<file path="src/epx_pkg.sv">
`default_nettype none

package epx_pkg;

   // Fixed port widths
   localparam int PORT_PIXEL_BITS = 32;
   localparam int COUNT_BITS      = 10;
   localparam int CFG_BITS        = 11;

   // Defaults for the top-level parameters
   localparam int MAX_WIDTH_DEFAULT  = 1024;
   localparam int PIXEL_BITS_DEFAULT = 32;

   // Geometry limits and register reset values
   localparam int WIDTH_LIMIT  = 1024;
   localparam int HEIGHT_LIMIT = 1024;
   localparam logic [CFG_BITS-1:0] WIDTH_RESET  = CFG_BITS'(64);
   localparam logic [CFG_BITS-1:0] HEIGHT_RESET = CFG_BITS'(32);

   // Register indexes
   localparam int CSR_INDEX_BITS = 1;
   localparam logic [CSR_INDEX_BITS-1:0] CSR_IMAGE_WIDTH  = 1'b0;
   localparam logic [CSR_INDEX_BITS-1:0] CSR_IMAGE_HEIGHT = 1'b1;

   // Result queue
   localparam int MAX_RESULTS = 3;
   localparam int PUSH_BITS   = 2;
   localparam int QUEUE_DEPTH = 4;
   localparam int QPTR_BITS   = $clog2(QUEUE_DEPTH);
   localparam int QCOUNT_BITS = $clog2(QUEUE_DEPTH + 1);

   typedef struct packed {
      logic [PORT_PIXEL_BITS-1:0] p;
      logic [PORT_PIXEL_BITS-1:0] a;
      logic [PORT_PIXEL_BITS-1:0] b;
      logic [PORT_PIXEL_BITS-1:0] c;
      logic [PORT_PIXEL_BITS-1:0] d;
   } epx_window_type;

   typedef struct packed {
      logic [PORT_PIXEL_BITS-1:0] top_left;
      logic [PORT_PIXEL_BITS-1:0] top_right;
      logic [PORT_PIXEL_BITS-1:0] bottom_left;
      logic [PORT_PIXEL_BITS-1:0] bottom_right;
      logic [COUNT_BITS-1:0]      src_col;
      logic [COUNT_BITS-1:0]      src_row;
      logic                       frame_done;
   } epx_result_type;

   typedef struct packed {
      logic [PUSH_BITS-1:0]                   count;
      epx_result_type [MAX_RESULTS-1:0]       entries;
   } epx_push_type;

   // EPX corner rule on one neighborhood
   function automatic epx_result_type epx_corners(
      input epx_window_type        win,
      input logic [COUNT_BITS-1:0] col,
      input logic [COUNT_BITS-1:0] row,
      input logic                  done
   );
      epx_result_type res;
      res.top_left     = win.p;
      res.top_right    = win.p;
      res.bottom_left  = win.p;
      res.bottom_right = win.p;
      if (win.c == win.a && win.c != win.d && win.a != win.b) res.top_left     = win.a;
      if (win.a == win.b && win.a != win.c && win.b != win.d) res.top_right    = win.b;
      if (win.d == win.c && win.d != win.b && win.c != win.a) res.bottom_left  = win.c;
      if (win.b == win.d && win.b != win.a && win.d != win.c) res.bottom_right = win.d;
      res.src_col    = col;
      res.src_row    = row;
      res.frame_done = done;
      return res;
   endfunction

endpackage

`default_nettype wire

</file>
<file path="src/epx_rsp_queue.sv">
`default_nettype none

// Result queue: up to three pushes per cycle, one pop
module epx_rsp_queue
   import epx_pkg::*;
(
   input  wire logic                   clock,
   input  wire logic                   reset,
   input  wire epx_push_type           push,
   output      logic [QCOUNT_BITS-1:0] free_slots,
   output      logic                   rsp_valid,
   input  wire logic                   rsp_ready,
   output      epx_result_type         head
);

   epx_result_type         entries_ff [QUEUE_DEPTH];
   epx_result_type         entries_in [QUEUE_DEPTH];
   logic [QPTR_BITS-1:0]   wr_ptr_ff, wr_ptr_in;
   logic [QPTR_BITS-1:0]   rd_ptr_ff, rd_ptr_in;
   logic [QCOUNT_BITS-1:0] count_ff, count_in;
   logic                   pop;

   assign rsp_valid  = (count_ff != '0);
   assign pop        = rsp_valid && rsp_ready;
   assign free_slots = QCOUNT_BITS'(QUEUE_DEPTH) - count_ff;
   assign head       = entries_ff[rd_ptr_ff];

   always_comb begin
      entries_in = entries_ff;
      for (int k = 0; k < MAX_RESULTS; k++) begin
         if (PUSH_BITS'(k) < push.count) begin
            entries_in[wr_ptr_ff + QPTR_BITS'(k)] = push.entries[k];
         end
      end
      wr_ptr_in = wr_ptr_ff + QPTR_BITS'(push.count);
      rd_ptr_in = rd_ptr_ff + QPTR_BITS'(pop);
      count_in  = count_ff + QCOUNT_BITS'(push.count) - QCOUNT_BITS'(pop);
   end

   always_ff @(posedge clock) begin
      if (reset) begin
         wr_ptr_ff <= '0;
         rd_ptr_ff <= '0;
         count_ff  <= '0;
      end else begin
         wr_ptr_ff <= wr_ptr_in;
         rd_ptr_ff <= rd_ptr_in;
         count_ff  <= count_in;
      end
   end

   always_ff @(posedge clock) begin
      entries_ff <= entries_in;
   end

endmodule

`default_nettype wire
</file>
<file path="config.mk">
export PLATFORM = sky130hd
export DESIGN_NAME = epx_rsp_queue
export DESIGN_NICKNAME = d
export VERILOG_FILES = /design/src/epx_pkg.sv /design/src/epx_rsp_queue.sv
export SDC_FILE = /design/constraint.sdc
export NUM_CORES = 2
export LEC_CHECK = 0
export BUFFER_PORTS_ARGS = -buffer_cell sky130_fd_sc_hd__buf_2
export CAP_MARGIN = 5
export CORE_ASPECT_RATIO = 1.75
export CORE_MARGIN = 8
export CORE_UTILIZATION = 41
export CTS_CLUSTER_SIZE = 14
export DETAILED_ROUTE_END_ITERATION = 8
export PLACE_DENSITY = 0.66
export SLEW_MARGIN = 20
export SYNTH_ARGS = -nofsm -noshare
export SYNTH_HDL_FRONTEND = slang
export SYNTH_SLANG_ARGS = --single-unit
</file>
<file path="constraint.sdc">
create_clock -name clock -period 2.1 [get_ports clock]
set_input_delay 0.21 -clock clock [delete_from_list [all_inputs] [get_ports clock]]
set_output_delay 0.21 -clock clock [all_outputs]
set_load 0.005 [all_outputs]
</file>
Word-level counts from Yosys, hierarchy flattened. Index checks and enable logic that the tools add are counted.

Equality and inequality tests: 0. Div/mod/pow operators: 0. Shift-type cells: 0. Order comparisons: 10. Muxes and demuxes: 15. Multiply operators: 0. Add/subtract/negate cells: 7. Reductions and logical operators: 5. Bitwise operators: 4.

Operators by type and width (count): $bwmux W596 (3); $mux W596 (3); $demux W149 S2 (3); $mux W149 (5); $bmux W149 S2 (1); $ge A3 B3 Y1 const B (4); $not A2 Y3 (4); $lt A3 B1 Y1 const B (3); $logic_and A1 B1 Y1 (4); $lt A1 B2 Y1 const A (2); $add A3 B2 Y3 (1); $reduce_bool A3 Y1 (1); $sub A3 B1 Y3 (1); $sub A3 B3 Y3 const A (1); $add A2 B1 Y2 (1); $add A2 B1 Y2 const B (1); $add A2 B2 Y2 (1); $add A2 B2 Y2 const B (1); $lt A2 B2 Y1 const A (1).

Register bits after elaboration: 603. Output and inout bits: 153. Bits in latches: 0. Logic and storage cells: 72. Input bits: 452. Memory bits (writable): 0. ROM bits: 0. Memories kept: 0.

Logic depth before layout (Yosys ltp).
Word-level depth: 11. Depth in mapped cells: 11. Gate-level depth less buffers: 11.

Least setup slack after synthesis. OpenSTA, ideal clock, no wires.

Path type: register to register. Start: register count_ff[0]. End: register count_ff[2]. Buffers on the path: 0. Path slack: -119 ps. Stages on the path, launching flop included: 12. Library setup time: 115 ps. Required time: 1985 ps. Data arrival time: 2104 ps. Period minus slack after synthesis: 2219 ps. Path through: dfxtp_1 inv_1 ha_1 ha_1 nor2b_1 xnor2_1 ha_1 inv_1 fa_1 xnor2_1 xnor2_1 nor2_1.

Longest elaborated chain between the ends: 3. Elaborated cells on any way between the ends: 4. Those cells by class: add/sub: 2; reduce/logical: 2.

Ends and longest elaborated chain: start, declared (RTL line epx_rsp_queue.sv:20) `logic [QCOUNT_BITS-1:0] count_ff, count_in;`; start signal, assigned (RTL line epx_rsp_queue.sv:48) `count_ff <= count_in;`; parallel branches: the longest is 2 deep, another holds $add A3 B2 Y3; $sub A3 B1 Y3 (*) (RTL line epx_rsp_queue.sv:37) `count_in = count_ff + QCOUNT_BITS'(push.count) - QCOUNT_BITS'(pop);`.

Mark *: on every way between the ends. A chain may end at the register's enable or synchronous reset.

==> results.py <==
metrics = {
    "run_status": {
        "status": "finished, violations left",
        "violations": "setup timing",
    },
    "setup_path": {
        "crit_chain": "buf_12 -> clkbuf_16 -> buf_4 -> mux4_2 -> buf_2",
        "worstPathMaxFanout": 5,
        "r2r_start": "count_ff[0]$_SDFF_PP0_",
        "cp-start-kind": "flop",
        "crit_arrival_ns": 2.22,
        "worstSetupStartpoint": "rd_ptr_ff[0]$_SDFF_PP0_",
        "cp_top_family": "multiplexers",
        "critPathKind": "reg -> out",
        "cp_num_buf_inv": 4,
        "critPathCaptureType": "output pin",
        "slowest_stage": "mux4_2",
        "cp_data_required_time_ns": 1.89,
        "max_stage_delay_ns": 0.60,
    },
    "min_path": {
        "hold_class": "in -> reg",
        "min_from": "push[165]",
    },
    "timing": {
        "fin_setup_tns_ns": -34.91,
        "grt_setup_unrepaired": "yes",
        "clock_skew_ns": 0.0242,
        "fmax_mhz": 412,
        "tightest_slew_ns": 1.16,
        "final-hold-violation-count": 0,
        "setup_ws_ns": -0.329,
        "fin_crit_ns": 2.43,
        "post-route-period-util_pct": 116,
        "hold_slack_ns": 0.0380,
        "slew-limit-headroom_pct": 22.5,
        "setup-violations-final": 149,
        "drv_slew": 0,
    },
    "cts": {
        "cts_max_path_buffers": 3,
        "clock_sinks": 603,
        "clk_pin_slew_ns": 0.07,
        "clk_latency_ns": 0.64,
        "cts_root_buf": "clkbuf_16",
        "cts_buffers": 59,
        "cts_tree": "yes",
        "htree_levels": 2,
    },
    "finish": {
        "area_growth_pct": 35.4,
        "utilization_pct": 55.9,
        "stdcell_area_um2": 46400,
        "drive_gt1_share_pct": 21.6,
        "nets": 5414,
        "final_cells": 6095,
    },
    "global_route": {
        "grt_use_met1_pct": 37.1,
        "grt_util_met2_pct": 49.9,
        "grt_pass1_vias": 38600,
        "grt_start_max_net_pins": 165,
        "met3_usage_pct": 5.92,
        "top_usage_layer": "met2",
        "grt.overflow.total": 0,
        "antenna_found_initial": 21,
        "grt_pass1_wl_mm": 226,
        "grtUsageTotal_pct": 30.5,
    },
    "power": {
        "power_mw": 49.7,
        "peakVddDrop_mv": 0.719,
        "p_leak_nw": 17.8,
        "p_per_area_nw_per_um2": 1070,
    },
    "synthesis": {
        "yosys-top-cells-area": "dfxtp_1 35%, mux4_2 9.8%, a221o_1 7.5%",
        "yosysSeqAreaShare_pct": 35.2,
        "syn_area_per_cell_um2": 8.30,
        "synth_top_area_share_pct": 35.2,
        "syn_inst": 4127,
        "syn_nets": 4585,
        "yosysWarnings": 0,
        "syn_area_um2": 34300,
        "synth_top_cell_by_area": "dfxtp_1",
        "synth.distinct_cells": 38,
        "ys_seq_elements": 603,
    },
    "routing": {
        "wirelength_mm": 150,
        "first_iter_violations": 4387,
        "routedWlPerCell_um": 24.6,
        "firstDrtPassIters": 8,
        "drt-vias-per-instance": 6.42,
        "drc": 0,
        "drtAntennaViolNets": 0,
        "vias": 39100,
    },
    "placed_design": {
        "port_buffers": 604,
        "dp_slack_ns": -0.0446,
        "dp_cells": 5479,
        "placed_cell_area_um2": 38800,
        "dpl.hpwl_mm": 90.7,
        "gp_congestion": 0.857,
    },
    "die": {
        "start_util_pct": 41.3,
        "die_w_um": 235,
        "dieArea_um2": 93500,
        "num_rows": 140,
        "die_h_um": 398,
        "io_pins": 605,
        "core_area_um2": 83000,
    },
    "flow_run": {
        "max-cap-violations": 0,
    },
}
[final cells by class]
type                       count  area [um2]
multi-input combinational   3055       20300
fill                        7202       36600
sequential                   603       12100
tap                         1065        1330
clock buffer                  85        1760
clock inverter                22         214
antenna                       28        70.1
timing repair buffer        1221       10500
inverter                      16        72.6
[cell usage in the layout (no fill, tap or decap), types with 9 or more instances in the layout]
cell type / netlist / final
o21ai_1: 86 / 85
inv_1: 14 / 13
dlygate4sd3_1: 0 / 451
a221o_1: 258 / 258
nor2_1: 198 / 197
a21oi_1: 412 / 412
mux2_2: 32 / 32
buf_4: 2 / 55
mux2i_1: 117 / 117
nand3_1: 258 / 257
o22ai_1: 81 / 81
clkbuf_1: 252 / 9
a22oi_1: 274 / 274
dfxtp_1: 603 / 598
o21ai_0: 502 / 501
nand2b_1: 42 / 40
buf_2: 114 / 546
buf_16: 0 / 9
clkinv_2: 0 / 12
nand2_1: 560 / 559
clkbuf_8: 0 / 16
buf_12: 0 / 83
buf_6: 12 / 65
a221oi_1: 40 / 40
diode_2: 0 / 28
mux4_2: 149 / 149
clkbuf_16: 0 / 63
[power breakdown]
part / internal, mW / switching (mW)
Sequential: 15.3 / 2.04
Clock: 6.16 / 4.94
Combinational: 11.0 / 10.4
[worst paths after layout]
path / slack (ns) / end / cells after the start
setup / recovery: -0.33 / head[17] / 5
hold / removal: 0.04 / entries_ff[463]$_DFF_P_ / 4
setup reg to reg: 0.08 / count_ff[2]$_SDFF_PP0_ / 11
hold reg to reg: 0.47 / entries_ff[91]$_DFF_P_ / 2
[layer usage]
metal  vias to the layer above  part of all wire (%)
met5                         -                     0
met4                         0                   5.0
met3                       530                    10
met2                      2665                    47
met1                     18600                    37
li1                      17300                     -
[kinds of logic (layout without fill, tap and decap cells)]
family          count (synthesis)  count (layout)  share of synthesized area, %
fa+ha+maj                       6               6                         0.241
other cells                     0              28                             0
mux                           298             298                          14.3
simple gates                 1071            1071                          13.1
xor+xnor                        7               7                         0.179
compound gates               1673            1673                          31.2
buf+inv                       469            1344                          5.84
flops                         603             603                          35.2
[repair_timing]
item,4_1_cts,5_1_grt
endpoints found under the setup margin,150,155
gates cloned,6,3
hold endpoints to repair,602,0
hold buffers,451,0
gates resized for setup,73,68
buffers inserted,19,9
pin swaps,3,1
[cells in the mapped netlist, drive strengths merged]
| cell | instances |
|---|---|
| dfxtp | 603 |
| o21ai | 588 |
| nand2 | 560 |
| a21oi | 412 |
| a22oi | 274 |
| a221o | 258 |
| nand3 | 258 |
| clkbuf | 252 |
| buf | 201 |
| nor2 | 198 |
| mux4 | 149 |
| mux2i | 117 |
| o22ai | 81 |
| nand2b | 42 |
| a221oi | 40 |
| mux2 | 32 |
| inv | 16 |
| a222oi | 7 |
| o2bb2ai | 7 |
| nor2b | 6 |
| xnor2 | 6 |
| ha | 5 |
| and2 | 4 |
| a22o | 2 |
| o21a | 2 |
| a211o | 1 |
| a211oi | 1 |
| and3 | 1 |
| fa | 1 |
| nor3 | 1 |
| or3 | 1 |
| xor2 | 1 |
[tightest hold or removal path: stages]
cell and delay, ns:
buf_2 0.12, nand3_1 0.07, o21ai_0 0.09, a221o_1 0.14
[sequential cells by signal, indices dropped and copies added (netlist names)]
signal,count
count_ff,3
wr_ptr_ff,2
entries_ff,596
rd_ptr_ff,2
Note: power is estimated with default switching activity, not from simulation.
